## config.mk

```make
export PLATFORM = sky130hd
export DESIGN_NAME = ssi_queue
export DESIGN_NICKNAME = d
export VERILOG_FILES = /design/src/rtl/ssi_pkg.sv /design/src/rtl/ssi_queue.sv
export SDC_FILE = /design/constraint.sdc
export NUM_CORES = 1
export LEC_CHECK = 0
export BUFFER_PORTS_ARGS = -buffer_cell sky130_fd_sc_hd__buf_2
export CAP_MARGIN = 30
export CORE_ASPECT_RATIO = 1.2
export CORE_MARGIN = 1.5
export CORE_UTILIZATION = 50
export DETAILED_ROUTE_END_ITERATION = 10
export GPL_TIMING_DRIVEN = 0
export PLACE_DENSITY = 0.85
export SYNTH_ARGS = -nofsm -noshare
export SYNTH_HDL_FRONTEND = slang
export SYNTH_SLANG_ARGS = --single-unit
export TNS_END_PERCENT = 1
```

## constraint.sdc

```tcl
create_clock -name clock -period 7.5 [get_ports clock]
set_clock_uncertainty 0.15 [all_clocks]
set_input_delay 1.125 -clock clock [delete_from_list [all_inputs] [get_ports clock]]
set_output_delay 1.125 -clock clock [all_outputs]
set_load 0.01 [all_outputs]
```

## src/rtl/ssi_pkg.sv

```systemverilog
package ssi_pkg;

   // Sample, step and accumulator widths.
   localparam int SAMPLE_W = 32;
   localparam int SUM_W    = 48;
   localparam int N_W      = 54;
   localparam int STEP_W   = 31;
   localparam int COUNT_W  = 11;
   localparam int RES_W    = 64;

   // Widths of the scaling datapath: |n| * step split into two partial products.
   localparam int LO_W   = 32;
   localparam int PL_W   = LO_W + STEP_W;
   localparam int PH_W   = N_W - LO_W + STEP_W;
   localparam int P_W    = PH_W + LO_W + 1;
   localparam int SCALE_SHIFT = 18;
   localparam int X_W    = P_W - SCALE_SHIFT;

   // Division by three, one 16-bit digit per stage.
   localparam int DIG_W      = 16;
   localparam int NCH        = (X_W + DIG_W - 1) / DIG_W;
   localparam int QW         = NCH * DIG_W;
   localparam int CUR_W      = DIG_W + 2;
   localparam int PROD_W     = 2 * CUR_W;
   localparam int DIV3_SHIFT = CUR_W + 1;
   localparam logic [CUR_W-1:0] DIV3_RECIP = CUR_W'(174763);

   // Half of 12 * 65536, added before the divide for rounding.
   localparam logic [P_W-1:0] SCALE_HALF = P_W'(393216);

   // Pipeline lengths of the back end.
   localparam int LANE_LAT = 3 + NCH;
   localparam int LINE_LEN = 4 + LANE_LAT;

   // Job queue.
   localparam int Q_DEPTH = 4;
   localparam int Q_AW    = 2;
   localparam int Q_CW    = 3;

   // Configuration register indexes.
   localparam logic [0:0] CSR_POINT_COUNT = 1'b0;
   localparam logic [0:0] CSR_STEP_WIDTH  = 1'b1;

   localparam logic [SAMPLE_W-1:0] STEP_RESET = 32'd65536;

   typedef enum logic [1:0] {
      JOB_ZERO,
      JOB_TWO,
      JOB_ODD,
      JOB_EVEN
   } job_kind_type;

   // One integration job handed from the front end to the back end.
   typedef struct packed {
      job_kind_type               kind;
      logic                       status;
      logic                       err_en;
      logic [STEP_W-1:0]          step;
      logic signed [SAMPLE_W-1:0] first;
      logic signed [SAMPLE_W-1:0] sample;
      logic signed [SAMPLE_W-1:0] prev;
      logic signed [SAMPLE_W-1:0] older;
      logic signed [SUM_W-1:0]    even_sum;
      logic signed [SUM_W-1:0]    odd_sum;
   } job_type;

   // Control that travels beside the back-end datapath.
   typedef struct packed {
      logic valid;
      logic out_en;
      logic err_en;
      logic status;
   } ctl_type;

   function automatic logic signed [N_W-1:0] sx_sample(logic signed [SAMPLE_W-1:0] v);
      return {{(N_W-SAMPLE_W){v[SAMPLE_W-1]}}, v};
   endfunction

   function automatic logic signed [N_W-1:0] sx_sum(logic signed [SUM_W-1:0] v);
      return {{(N_W-SUM_W){v[SUM_W-1]}}, v};
   endfunction

endpackage

```

## src/rtl/ssi_queue.sv

```systemverilog
module ssi_queue (
   input  logic             clock,
   input  logic             reset,
   input  logic             push,
   input  ssi_pkg::job_type push_job,
   output logic             full,
   input  logic             pop,
   output logic             nonempty,
   output ssi_pkg::job_type head_job
);

   ssi_pkg::job_type               entry_ff [ssi_pkg::Q_DEPTH];
   logic [ssi_pkg::Q_AW-1:0]       wr_ptr_ff, wr_ptr_in;
   logic [ssi_pkg::Q_AW-1:0]       rd_ptr_ff, rd_ptr_in;
   logic [ssi_pkg::Q_CW-1:0]       count_ff, count_in;
   logic                           do_push, do_pop;

   assign full     = count_ff == ssi_pkg::Q_CW'(ssi_pkg::Q_DEPTH);
   assign nonempty = count_ff != '0;
   assign head_job = entry_ff[rd_ptr_ff];
   assign do_push  = push && !full;
   assign do_pop   = pop && nonempty;

   // Pointer and fill count bookkeeping.
   always_comb begin
      wr_ptr_in = do_push ? wr_ptr_ff + ssi_pkg::Q_AW'(1) : wr_ptr_ff;
      rd_ptr_in = do_pop  ? rd_ptr_ff + ssi_pkg::Q_AW'(1) : rd_ptr_ff;
      count_in  = count_ff;
      if (do_push && !do_pop) begin
         count_in = count_ff + ssi_pkg::Q_CW'(1);
      end else if (do_pop && !do_push) begin
         count_in = count_ff - ssi_pkg::Q_CW'(1);
      end
   end

   always_ff @(posedge clock) begin
      if (reset) begin
         wr_ptr_ff <= '0;
         rd_ptr_ff <= '0;
         count_ff  <= '0;
      end else begin
         wr_ptr_ff <= wr_ptr_in;
         rd_ptr_ff <= rd_ptr_in;
         count_ff  <= count_in;
      end
   end

   // Entry storage.
   always_ff @(posedge clock) begin
      if (do_push) begin
         entry_ff[wr_ptr_ff] <= push_job;
      end
   end

endmodule

```

Yosys cells after proc, flatten, opt, wreduce, memory -nomap -nowiden
Memory sizes are Yosys's and may differ from the RTL's. A register that Yosys moved wholly into a read port is not among the register bits.
Index checks and enable logic that the tools add are counted.

storage, ports and cells
  register bits after elaboration = 7
  bits in writable memories = 1036
  input port bits = 263
  output and inout port bits = 261
  word-level logic and storage cells = 24
  memories = 1

memory list
  name      words  width  rd ports  clocked after memory_dff  wr ports  RTL line         source
  entry_ff  4      259    1         1                         1         ssi_queue.sv:12  ssi_pkg::job_type entry_ff [ssi_pkg::Q_DEPTH];

operators by class
  $add $sub $neg = 4
  equality and inequality tests = 1
  muxes and demuxes = 6
  reductions and logical operators = 9

operator list
  cell                 count
  $mux 3               2
  $add 2x1->2 const B  2
  $logic_and 1x1->1    4
  $mux 2               2
  $add 3x1->3 const B  1
  $eq 3x3->1 const B   1
  $logic_not 1->1      3
  $reduce_bool 3->1    1
  $sub 3x1->3 const B  1
  $mux 1               2
  $reduce_bool 2->1    1

Depth between registers and ports, before layout
  depth in word-level cells = 7
  gate-level depth with buffers = 8
  gate-level depth less buffers = 8

Worst setup path before layout
Ideal clock, no wire load.

  path type = input-to-reg
  start = input push
  end = memory entry_ff[2][0] in the netlist's numbering, enable pin
  setup time = 0.653 ns
  data arrival time = 7.339 ns
  required time = 6.697 ns
  setup slack = -0.642 ns
  stages on the path = 3
  buffers on the path = 0
  cells stage by stage = inv_1 -> nor2_1 -> and2_1

between the ends
  cells in the longest elaborated chain, start to end = 3

ends and longest elaborated chain
  element                       RTL line         source
  start: declaration            ssi_queue.sv:4   input logic push,
  $logic_and 1x1->1             ssi_queue.sv:21  assign do_push = push && !full;
  net do_push                   ssi_queue.sv:16  logic do_push, do_pop;
  $mux 1                        ssi_queue.sv:50  if (do_push) begin
  $mux 1 (not written as such)  ssi_queue.sv:51  entry_ff[wr_ptr_ff] <= push_job;
  end: declaration              ssi_queue.sv:12

The timed path passes the listed nets, and every way through them passes these cells.

==> results.ini <==
[status]
outcome = completed

[sta]
worst_slew_margin_rel = 0.430
drv_slew = 0
min_period_ps = 4270
setup_viol = 0
rsz0062_at_grt = no
tns_ps = 0
finalCritPeriodShare = 0.570
fmax_mhz = 234
finalHoldViolCount = 0
worst_pin_slew_ps = 855

[setup_path]
critPathKind = flop to output port
worstPathMaxFanout = 10
path_buf_inv = 5
rr_worst_depth = 5
cp.required_ps = 6220
worstPathCellList = buf_2 > clkbuf_1 > buf_16 > buf_2 > mux4_2 > buf_2
crit_arrival_ps = 3000
crit_top_cell = buf_2
endpoint = head_job[196]
cpPeakStageDelay_ps = 520
critPathCaptureType = output port
reg2reg_slack_ps = 4360
crit_family = buffers and inverters
start_kind = flop
r2r-end = entry_ff[2][104]$_DFFE_PP_
worst-path-stages = 6
worstReg2RegStart = count_ff[0]$_SDFFE_PP0P_
worst_path_max_delay_cell = clkbuf_1

[final_layout]
syn2layout_area_growth_pct = 20.4
layout-drive-gt1-share = 0.475
finish.utilization = 0.607
nets = 2314
stdcell_area_mm2 = 0.0456
layout_commonest_cell = edfxtp_1
layout_common_cells = 1036 x edfxtp_1, 549 x buf_2, 259 x mux4_2, 101 x clkbuf_16

[routing]
ant_nets = 0
dr.first_iter.drc_count = 1475
viasPerCell = 5.65
drt_first_pass_iters = 5
drt-total-wl_mm = 85.3
vias = 17800
drcViolationCount = 0
drt-wirelength-per-cell_um = 27.0

[logic_synthesis]
syn_area_per_cell_um2 = 27.0
ys_seq_area_frac = 0.827
synth_cell_types = 20
synth_area_mm2 = 0.0378
synth_top_cell_area_share = 0.822
ys_warn_count = 0
syn-num-nets = 1670
synth-seq-cells = 1045
yosys-top-cells-area = edfxtp_1 82%, mux4_2 15%, buf_6 0.74%
synth_top_area_cell = edfxtp_1
syn_inst = 1401

[placement]
place_congestion = 0.765
place_area_mm2 = 0.0423
hpwl_mm = 53.3
portBuffers = 522

[clock_tree]
cts.sinks = 1045
clk_pin_slew_ps = 60
htree_levels = 3
cts_root_buffer = clkbuf_16
insertion_delay_ps = 660
cts_buffer_depth = 3
ctsHoldBuffers = 0
tritoncts = built
ctsResizeCount = 0
cts_buffers = 99
post-cts-setup-buffers = 0

[power_and_ir_drop]
cellLeakagePower_nw = 15.3
p_per_area_mw_per_mm2 = 349
vdd_drop_max_uv = 304
pwr-share-clk = 0.312
p_comb_frac = 0.238
p_int_w = 0.0116
seq_power_share = 0.451
switchingPower_w = 0.00430
swShare = 0.271

[die]
start_util = 0.504
die_x_um = 254
die_y_um = 304
dieArea_mm2 = 0.0773
core_mm2 = 0.0750
ioPinCount = 524
row_count = 110

[global_route]
grt_max_degree = 61
grt_pass1_wl_mm = 124
overflow = 0
antenna_found_initial = 24
first_global_vias = 19100
grt_use_total = 0.222

[worst_hold_path]
hp-class = flop to flop
worstHoldPathCells = 2

[flow_run]
cap_violations = 0

==> worst min path at each step <==
stage,from,end,slack (ps)
after floorplan,wr_ptr_ff[1]$_SDFFE_PP0P_,wr_ptr_ff[1]$_SDFFE_PP0P_,330
final,count_ff[2]$_SDFFE_PP0P_,count_ff[2]$_SDFFE_PP0P_,380
after CTS,count_ff[2]$_SDFFE_PP0P_,count_ff[2]$_SDFFE_PP0P_,380
after detailed placement,rd_ptr_ff[0]$_SDFFE_PP0P_,flop,370
after global routing,count_ff[2]$_SDFFE_PP0P_,count_ff[2]$_SDFFE_PP0P_,420
after global placement,wr_ptr_ff[1]$_SDFFE_PP0P_,wr_ptr_ff[1]$_SDFFE_PP0P_,350
==> flip-flops by register name (all words and copies together), names as in the netlist, named ones only <==
signal,cells
entry_ff,1036
wr_ptr_ff,2
count_ff,3
rd_ptr_ff,2
==> Yosys cell counts <==
cell type,instances
ha_1,5
edfxtp_1,1036
buf_6,25
dfxtp_1,9
clkbuf_1,7
xor2_1,4
o311ai_0,1
nor2_1,6
o21ai_0,2
or3_1,3
a21oi_1,2
fa_1,1
inv_1,4
nor3b_1,1
mux4_2,259
buf_2,27
and2_1,4
o31ai_1,1
nand2b_1,2
mux2i_1,2
==> kinds of logic after synthesis <==
family          share of synthesized area
compound gates                   0.000959
xor+xnor                         0.000926
fa+ha+maj                         0.00218
buf+inv                            0.0121
flops                               0.827
mux                                 0.155
simple gates                      0.00228
==> power groups by stage <==
stage               Combinational (W)  Sequential, W  Clock [W]
finish                        0.00377        0.00716    0.00495
CTS                           0.00385        0.00716    0.00503
global route                  0.00401        0.00719    0.00523
detailed placement            0.00376        0.00727          0
global placement              0.00360        0.00745          0
floorplan                     0.00228        0.00734          0
==> through the flow <==
stage          worst slack (ps)  total power [W]  hold WS (ps)  std cells
3_5_place_dp               3690           0.0110           374       2952
2_1_floorplan              -641          0.00963           332       1401
3_3_place_gp              -4860           0.0111           350       2931
5_1_grt                    3120           0.0164           419       3151
6_report                   3230           0.0159           378       3155
4_1_cts                    3180           0.0160           383       3138
==> worst register-to-register path, cell delays in order (launching register included) <==
cell and delay, ps:
dfxtp_1 460, nor3b_1 140, nor2_1 370, and2_4 780
buf_16 370, buf_16 450
==> final cells by class <==
class | count | area, um^2
flip-flops and latches | 1045 | 31300
fillers | 4983 | 29400
multi-input cells | 293 | 6100
repair buffers | 543 | 3160
clock buffers | 114 | 2580
well taps | 1008 | 1260
clock inverters | 72 | 673
plain buffers | 59 | 443
diodes | 17 | 42.5
inverters | 4 | 15.0
==> routing by layer <==
metal | share of wire | track usage | vias up
li1 | - | - | 7428
met3 | 0.079 | 0.0533 | 176
met1 | 0.35 | 0.258 | 9362
met4 | 0.035 | 0.0922 | 18
met5 | 0.0014 | 0 | -
met2 | 0.54 | 0.391 | 855
(Power assumes the default switching activity.)
