[src/rtl/ssi_pkg.sv]
package ssi_pkg;

   // Sample, step and accumulator widths.
   localparam int SAMPLE_W = 32;
   localparam int SUM_W    = 48;
   localparam int N_W      = 54;
   localparam int STEP_W   = 31;
   localparam int COUNT_W  = 11;
   localparam int RES_W    = 64;

   // Widths of the scaling datapath: |n| * step split into two partial products.
   localparam int LO_W   = 32;
   localparam int PL_W   = LO_W + STEP_W;
   localparam int PH_W   = N_W - LO_W + STEP_W;
   localparam int P_W    = PH_W + LO_W + 1;
   localparam int SCALE_SHIFT = 18;
   localparam int X_W    = P_W - SCALE_SHIFT;

   // Division by three, one 16-bit digit per stage.
   localparam int DIG_W      = 16;
   localparam int NCH        = (X_W + DIG_W - 1) / DIG_W;
   localparam int QW         = NCH * DIG_W;
   localparam int CUR_W      = DIG_W + 2;
   localparam int PROD_W     = 2 * CUR_W;
   localparam int DIV3_SHIFT = CUR_W + 1;
   localparam logic [CUR_W-1:0] DIV3_RECIP = CUR_W'(174763);

   // Half of 12 * 65536, added before the divide for rounding.
   localparam logic [P_W-1:0] SCALE_HALF = P_W'(393216);

   // Pipeline lengths of the back end.
   localparam int LANE_LAT = 3 + NCH;
   localparam int LINE_LEN = 4 + LANE_LAT;

   // Job queue.
   localparam int Q_DEPTH = 4;
   localparam int Q_AW    = 2;
   localparam int Q_CW    = 3;

   // Configuration register indexes.
   localparam logic [0:0] CSR_POINT_COUNT = 1'b0;
   localparam logic [0:0] CSR_STEP_WIDTH  = 1'b1;

   localparam logic [SAMPLE_W-1:0] STEP_RESET = 32'd65536;

   typedef enum logic [1:0] {
      JOB_ZERO,
      JOB_TWO,
      JOB_ODD,
      JOB_EVEN
   } job_kind_type;

   // One integration job handed from the front end to the back end.
   typedef struct packed {
      job_kind_type               kind;
      logic                       status;
      logic                       err_en;
      logic [STEP_W-1:0]          step;
      logic signed [SAMPLE_W-1:0] first;
      logic signed [SAMPLE_W-1:0] sample;
      logic signed [SAMPLE_W-1:0] prev;
      logic signed [SAMPLE_W-1:0] older;
      logic signed [SUM_W-1:0]    even_sum;
      logic signed [SUM_W-1:0]    odd_sum;
   } job_type;

   // Control that travels beside the back-end datapath.
   typedef struct packed {
      logic valid;
      logic out_en;
      logic err_en;
      logic status;
   } ctl_type;

   function automatic logic signed [N_W-1:0] sx_sample(logic signed [SAMPLE_W-1:0] v);
      return {{(N_W-SAMPLE_W){v[SAMPLE_W-1]}}, v};
   endfunction

   function automatic logic signed [N_W-1:0] sx_sum(logic signed [SUM_W-1:0] v);
      return {{(N_W-SUM_W){v[SUM_W-1]}}, v};
   endfunction

endpackage

[src/rtl/ssi_front.sv]
module ssi_front #(
   parameter int MAX_POINTS = 1024
) (
   input  logic                                clock,
   input  logic                                reset,
   input  logic                                req_valid,
   output logic                                req_stall,
   input  logic signed [ssi_pkg::SAMPLE_W-1:0] req_sample,
   input  logic                                csr_write_enable,
   input  logic [0:0]                          csr_index,
   input  logic [ssi_pkg::SAMPLE_W-1:0]        csr_write_data,
   input  logic                                q_full,
   output logic                                q_push,
   output ssi_pkg::job_type                    q_job
);

   localparam int IDX_W = $clog2(MAX_POINTS + 1);

   logic [ssi_pkg::COUNT_W-1:0]         point_count_ff;
   logic [ssi_pkg::SAMPLE_W-1:0]        step_width_ff;
   logic signed [ssi_pkg::SUM_W-1:0]    even_sum_ff, even_sum_in;
   logic signed [ssi_pkg::SUM_W-1:0]    odd_sum_ff, odd_sum_in;
   logic signed [ssi_pkg::SAMPLE_W-1:0] first_ff, first_in;
   logic signed [ssi_pkg::SAMPLE_W-1:0] prev_ff, prev_in;
   logic signed [ssi_pkg::SAMPLE_W-1:0] older_ff, older_in;
   logic [IDX_W-1:0]                    point_index_ff, point_index_in;

   logic              accept;
   logic [31:0]       count32;
   logic [31:0]       k32;
   logic [IDX_W-1:0]  k;
   logic              short_run;
   logic              last_point;
   logic              step_pos;

   assign req_stall = q_full;
   assign accept    = req_valid && !q_full;

   // Configuration registers.
   always_ff @(posedge clock) begin
      if (reset) begin
         point_count_ff <= '0;
         step_width_ff  <= ssi_pkg::STEP_RESET;
      end else if (csr_write_enable) begin
         case (csr_index)
            ssi_pkg::CSR_POINT_COUNT: point_count_ff <= csr_write_data[ssi_pkg::COUNT_W-1:0];
            ssi_pkg::CSR_STEP_WIDTH:  step_width_ff  <= csr_write_data;
            default: ;
         endcase
      end
   end

   // Classify the item: short run, last point of a run, or interior point.
   always_comb begin
      count32    = 32'(point_count_ff);
      k          = point_index_ff + IDX_W'(1);
      k32        = 32'(k);
      short_run  = (count32 < 32'd2) || (count32 > 32'(MAX_POINTS));
      last_point = k32 >= count32;
      step_pos   = !step_width_ff[ssi_pkg::SAMPLE_W-1] && (step_width_ff != '0);
   end

   // Build the job that goes to the back end.
   always_comb begin
      if (short_run) begin
         q_job.kind = ssi_pkg::JOB_ZERO;
      end else if (k32 == 32'd2) begin
         q_job.kind = ssi_pkg::JOB_TWO;
      end else if (k[0]) begin
         q_job.kind = ssi_pkg::JOB_ODD;
      end else begin
         q_job.kind = ssi_pkg::JOB_EVEN;
      end
      q_job.status   = !short_run && !step_pos;
      q_job.err_en   = k32 > 32'd4;
      q_job.step     = step_width_ff[ssi_pkg::STEP_W-1:0];
      q_job.first    = first_ff;
      q_job.sample   = req_sample;
      q_job.prev     = prev_ff;
      q_job.older    = older_ff;
      q_job.even_sum = even_sum_ff;
      q_job.odd_sum  = odd_sum_ff;
   end

   // Run state update: accumulate interior points, clear at the end of a run.
   always_comb begin
      q_push         = 1'b0;
      even_sum_in    = even_sum_ff;
      odd_sum_in     = odd_sum_ff;
      first_in       = first_ff;
      prev_in        = prev_ff;
      older_in       = older_ff;
      point_index_in = point_index_ff;
      if (accept) begin
         if (short_run || last_point) begin
            q_push         = 1'b1;
            even_sum_in    = '0;
            odd_sum_in     = '0;
            first_in       = '0;
            prev_in        = '0;
            older_in       = '0;
            point_index_in = '0;
         end else begin
            if (k32 == 32'd1) begin
               first_in = req_sample;
            end else if (!k[0]) begin
               even_sum_in = even_sum_ff + ssi_pkg::SUM_W'(req_sample);
            end else begin
               odd_sum_in = odd_sum_ff + ssi_pkg::SUM_W'(req_sample);
            end
            older_in       = prev_ff;
            prev_in        = req_sample;
            point_index_in = k;
         end
      end
   end

   always_ff @(posedge clock) begin
      if (reset) begin
         even_sum_ff    <= '0;
         odd_sum_ff     <= '0;
         first_ff       <= '0;
         prev_ff        <= '0;
         older_ff       <= '0;
         point_index_ff <= '0;
      end else begin
         even_sum_ff    <= even_sum_in;
         odd_sum_ff     <= odd_sum_in;
         first_ff       <= first_in;
         prev_ff        <= prev_in;
         older_ff       <= older_in;
         point_index_ff <= point_index_in;
      end
   end

endmodule

[config.mk]
export PLATFORM = sky130hd
export DESIGN_NAME = ssi_front
export DESIGN_NICKNAME = d
export VERILOG_FILES = /design/src/rtl/ssi_pkg.sv /design/src/rtl/ssi_front.sv
export SDC_FILE = /design/constraint.sdc
export NUM_CORES = 1
export LEC_CHECK = 0
export CAP_MARGIN = 20
export CORE_MARGIN = 5
export CORE_UTILIZATION = 28
export CTS_CLUSTER_SIZE = 40
export DETAILED_ROUTE_END_ITERATION = 6
export DONT_BUFFER_PORTS = 1
export MAX_ROUTING_LAYER = met4
export PLACE_DENSITY = 0.47
export SETUP_SLACK_MARGIN = 0.05
export SYNTH_ARGS = -nofsm -noshare
export SYNTH_HDL_FRONTEND = slang
export SYNTH_SLANG_ARGS = --single-unit
[constraint.sdc]
create_clock -name clock -period 8.7 [get_ports clock]
set_input_delay 1.305 -clock clock [delete_from_list [all_inputs] [get_ports clock]]
set_output_delay 1.305 -clock clock [all_outputs]
set_load 0.01 [all_outputs]
Word-level counts from Yosys, hierarchy flattened
Index checks and enable logic that the tools add are counted.

word-level totals
  bits in registers = 246
  bits of input ports = 70
  output and inout port bits = 261
  logic and storage cells = 53

operators by class
  add/sub/neg operators = 3
  order comparisons = 4
  eq/ne operators = 4
  mux-type cells = 16
  bitwise operators = 1
  reductions and logical operators = 17

operators by type and width
  operator               number
  $mux 48                6
  $mux 32                4
  $add 48x32->48         2
  $reduce_bool 32->1     1
  $add 11x1->11 const B  1
  $eq 11x1->1 const B    1
  $eq 11x2->1 const B    1
  $ge 11x11->1           1
  $gt 11x11->1 const B   1
  $gt 11x3->1 const B    1
  $lt 11x2->1 const B    1
  $mux 11                1
  $reduce_and 2->1       3
  $reduce_and 3->1       2
  $logic_not 1->1        4
  $mux 2                 2
  $reduce_bool 2->1      2
  $logic_and 1x1->1      3
  $mux 1                 3
  $logic_or 1x1->1       2
  $ne 2x1->1 const B     1
  $ne 2x2->1 const B     1
  $not 1->1              1

Longest topological paths before layout
  word-level depth = 5
  gate-level depth with buffers = 17
  depth with buffers taken out = 13

Worst setup path after synthesis
Ideal clock, no wire load.

  path type = reg2out
  from = register point_index_ff[0]
  to = output q_push
  arrival = 3.381 ns
  path slack = 4.014 ns
  stages on the path, launching flop included = 14
  path buffers = 3
  cell sequence = dfxtp_1 ha_1 and4_1 nand2_1 xnor2_1 ha_1 a21o_1 a21o_1 a2111oi_4 o31a_1 buf_2 clkbuf_1 buf_1 nor2_1

between the ends
  longest elaborated chain between the ends = 5

ends and longest elaborated chain
  what                    RTL line          source
  from (decl)             ssi_front.sv:26   logic [IDX_W-1:0] point_index_ff, point_index_in;
  from (signal assigned)  ssi_front.sv:132  point_index_ff <= point_index_in;
  $add 11x1->11           ssi_front.sv:56   k = point_index_ff + IDX_W'(1);
  $ge 11x11->1            ssi_front.sv:59   last_point = k32 >= count32;
  $logic_or 1x1->1        ssi_front.sv:95   if (short_run || last_point) begin
  $mux 1                  ssi_front.sv:95
  $mux 1                  ssi_front.sv:94   if (accept) begin
  to (decl)               ssi_front.sv:13   output logic q_push,

No other way between the ends.

Final worst setup path
Same ends and word-level chain as after synthesis.

==> metrics.sh <==
P_PER_AREA_nW_PER_UM2=172
TIMING.CRITICAL_PATH.FANOUT_MAX=37
MAX_CAP_VIOLATIONS=0
H-TREE-DEPTH=1
DRTANTENNAVIOLNETS=0
FINAL_CELL_MIX='nand2_1 (266), dfxtp_1 (246), a21oi_1 (221), nor2_1 (150), ha_1 (109)'
SHARE_OF_SYNTHESIZED_AREA_OCCUPIED_BY_FLIP_FLOPS_AND_LATCHES_PCT=33.3
CPPEAKSTAGEDELAY_PS=750
SYNTH_SEQ_CELLS=246
LAST_WEIGHTED_CONGESTION_VALUE_OF_THE_ROUTABILITY_DRIVEN_PLACER=0.893
SYNTH_NETS=2059
FMAX_GHz=0.178
POST_SYNTH_INSTANCE_AREA_SQ_UM=14800
AVGSYNTHCELLAREA_SQ_UM=7.88
NNETSFINAL=1930
YS_TYPES=76
DPL_CELL_AREA_SQ_UM=14900
SOURCE_TO_SINK_CLOCK_DELAY_AT_THE_LATER_PIN_OF_THE_WORST_SKEW_PAIR_PS=590
TIMING.CRITICAL_PATH.CELLS='ha_1 > and4_1 > nand2_1 > xnor2_1 > ha_1 > a21o_1 > a21o_1 > a2111oi_4 > o31a_2 > nor2_1'
SLEW_VIOLATIONS=0
GLOBAL_ROUTE.USAGE.TOTAL_PCT=18.2
SLEW_HEADROOM_PCT=29.4
INITIAL_CORE_UTIL_PCT=28.2
YOSYS-TOP-CELLS-AREA='dfxtp_1 (33%), ha_1 (9.2%), a21oi_1 (7.5%)'
MOST_COMMON_CELL_AFTER_LAYOUT_FILL_AND_TAPS_ASIDE='nand2_1'
P_SW_SHARE_PCT=26.8
FINAL.SETUP.WORST_SLACK_PS=3090
CLOCK_SKEW_PS=23.6
SYNTH.YOSYS.WARNINGS=0
DETAIL_ROUTE.VIAS_PER_CELL=5.32
FINALWORSTPATHREQUIREDPERIOD_PS=5610
NUMBER_OF_CLOCK_SINKS_SEEN_BY_CTS=246
NETLIST.AREA_LEADER.SHARE_PCT=33.3
TRITONCTS='yes'
WORST_R2R_PATH_DEPTH=14
FIRST_PASS_ITERS=7
NETLIST_INSTANCES=1878
WL_PER_CELL_UM=22.1
ROUTED_WL_UM=54300
FINAL_CELLS=2457
FIN_AREA_SQ_UM=15900
TIGHTESTPINTRANSITION_PS=1060
GRT_MAX_DEGREE=210
SETUP.WORST_PATH.END_CLASS='output port'
P_INT_uW=2000
TIMING.CRITICAL_PATH.SLOWEST_STAGE_CELL='o31a_2'
CLK_PIN_SLEW_WORST_PATHS_PS=60
FIN_WORST_HOLD_SLACK_PS=463
HOLDCRITPATHCLASS='reg2reg'
POST-ROUTE-DRC-COUNT=0
HOLD_VIOL=0
GRT_SETUP_UNREPAIRED='false'
CRIT_BUF_INV=0
SYNTHTOLAYOUTAREAGROWTH_PCT=7.29
TRITONCTS.NUM_BUFFERS=31
SYNTH-EDFF-COUNT=0
POWER.NET_SWITCHING_uW=733
CRIT_PATH_CATEGORY='reg2out'
PRE_CTS_WORST_SETUP_SLACK_PS=3380
YS_DOMINANT_REG_CELL='dfxtp_1'
FINALSETUPVIOLATIONS=0
PORT-BUFFER-COUNT=0
GRT_FIRST_PASS_WIRELENGTH_UM=79100
FIN_SETUP_TNS_PS=0
CTS_POST_SETUP_BUFFERS_INSERTED=0
CTS.HOLD.BUFFERS_ADDED=0
DRIVE_GT1_SHARE_PCT=4.81
DR.FIRST_ITER.DRC_COUNT=799
RESULT_OF_THE_RUN='finished, final reports clean'
MAX-CLOCK-PATH-BUFFERS=3
TOP_LEVEL_PORTS=331
CRIT_CELLS=10
YOSYSTOPAREACELL='dfxtp_1'
ROWS=84
FILL_CELLS=5594
POWER.STATIC_LEAKAGE_uW=0.00618
CRIT_FAMILY='compound AO/OA/AOI/OAI gates'
FIRST_GLOBAL_VIAS=12500
PLACE.DETAILED.HPWL_UM=38900
CTS_REPAIR_RESIZE_COUNT=0
POWER.CLOCK.FRACTION_PCT=47.1
GRT_ANTENNA_BEFORE_REPAIR=4
GLOBAL_ROUTE.OVERFLOW_TOTAL=0
LAYOUT_WORST_PATH_CYCLE_SHARE_PCT=64.5
DIE-WIDTH_UM=240
HOLDPATHSTAGES=2
CLOCKROOTBUFFER='clkbuf_16'
PLACEDCELLCOUNT=2403
VIAS=13100
ASYNC_FLOP_SHARE_PCT=0
POWER.SHARE.COMBINATIONAL_PCT=9.4
IR_WORST_VDD_mV=0.101
FLOORPLAN.CORE_AREA_SQ_UM=52400
SEQ_POWER_SHARE_PCT=43.5
DIE-AREA_SQ_UM=57500
WORST_SETUP_PATH_START_KIND='register'
CP_DATA_REQUIRED_TIME_PS=7390
FP.DIEH_UM=240
TIMING.CRITICAL_PATH.ARRIVAL_PS=4310
## worst register-to-register path, cell delays in order (launching register included)
cell	delay, ps
dfxtp_1	550
ha_1	330
and4_1	300
nand2_1	80
xnor2_1	360
ha_1	340
a21o_1	180
a21o_1	200
a2111oi_4	430
o31a_2	750
and3_1	290
buf_4	340
nand2_1	430
or4_1	620
nand3_1	100
## routing by layer
layer | wire, um | track usage (%) | vias up
li1 | - | - | 6405
met1 | 21900 | 21.0 | 6200
met2 | 25000 | 29.1 | 388
met3 | 5960 | 7.67 | 80
met4 | 1480 | 5.09 | 0
met5 | 0 | - | -
## registers in the layout (all words and copies together) (netlist names)
signal          cells
point_index_ff     11
point_count_ff     11
prev_ff            32
older_ff           32
step_width_ff      32
even_sum_ff        48
odd_sum_ff         48
first_ff           32
## path summary, 6_finish.rpt
kind / startpoint / slack, ps / to
setup reg to reg: point_index_ff[0] / 3370 / odd_sum_ff[41]
setup / recovery: point_index_ff[0] / 3090 / q_push
hold reg to reg: point_count_ff[4] / 460 / point_count_ff[4]
hold / removal: point_count_ff[4] / 460 / point_count_ff[4]
## through the flow
| stage | total power (uW) | utilization, % |
|---|---|---|
| 6_report | 2730 | 30.3 |
| 2_1_floorplan | 1440 | - |
| 3_5_place_dp | 1470 | 28.3 |
| 5_1_grt | 2850 | 30.3 |
| 3_3_place_gp | 1460 | 28.3 |
| 4_1_cts | 2780 | 30.2 |
## synthesized netlist by cell type (9+ instances only)
| library cell | n |
|---|---|
| a211oi_1 | 13 |
| nor4_1 | 12 |
| nand2_1 | 266 |
| a22oi_1 | 88 |
| o21ai_1 | 10 |
| o21ai_0 | 80 |
| nor2b_1 | 9 |
| clkbuf_1 | 82 |
| o21bai_1 | 16 |
| nand2b_1 | 13 |
| a21o_1 | 53 |
| and3_1 | 18 |
| nand4_1 | 19 |
| buf_2 | 13 |
| o21a_1 | 10 |
| buf_4 | 68 |
| ha_1 | 109 |
| nand3_1 | 98 |
| dfxtp_1 | 246 |
| nor3_1 | 17 |
| inv_1 | 36 |
| or3_1 | 9 |
| xnor2_1 | 58 |
| buf_1 | 10 |
| and2_1 | 9 |
| nor2_1 | 150 |
| a21oi_1 | 221 |
| xor2_1 | 31 |
| a31oi_1 | 11 |
## cell families after synthesis
family / count (synthesis) / share of synthesized area, %
adders and majority gates: 111 / 9.49
DFF: 246 / 33.3
buffers and inverters: 209 / 7.14
AOI/OAI and AO/OA: 573 / 24.8
xor gates and xnor gates: 90 / 5.38
muxes: 1 / 0.0676
and+or+nand+nor: 648 / 19.9
## power by group through the flow
stage / combinational (uW) / sequential, uW / clock (uW)
after global routing: 287 / 1190 / 1380
after CTS: 258 / 1190 / 1330
after global placement: 252 / 1210 / 0
after detailed placement: 256 / 1210 / 0
final: 257 / 1190 / 1280
after floorplan: 239 / 1200 / 0
## final cells by class
class | count | area, sq um | area share (%)
clock inverters | 10 | 150 | 0.946
multi-input cells | 1423 | 8860 | 55.8
repair buffers | 11 | 103 | 0.646
flip-flops and latches | 246 | 4920 | 31.0
clock buffers | 40 | 840 | 5.29
well taps | 688 | 861 | 5.42
diodes | 3 | 7.51 | 0.0473
inverters | 36 | 135 | 0.851
Power figures use the tool's default switching activity.
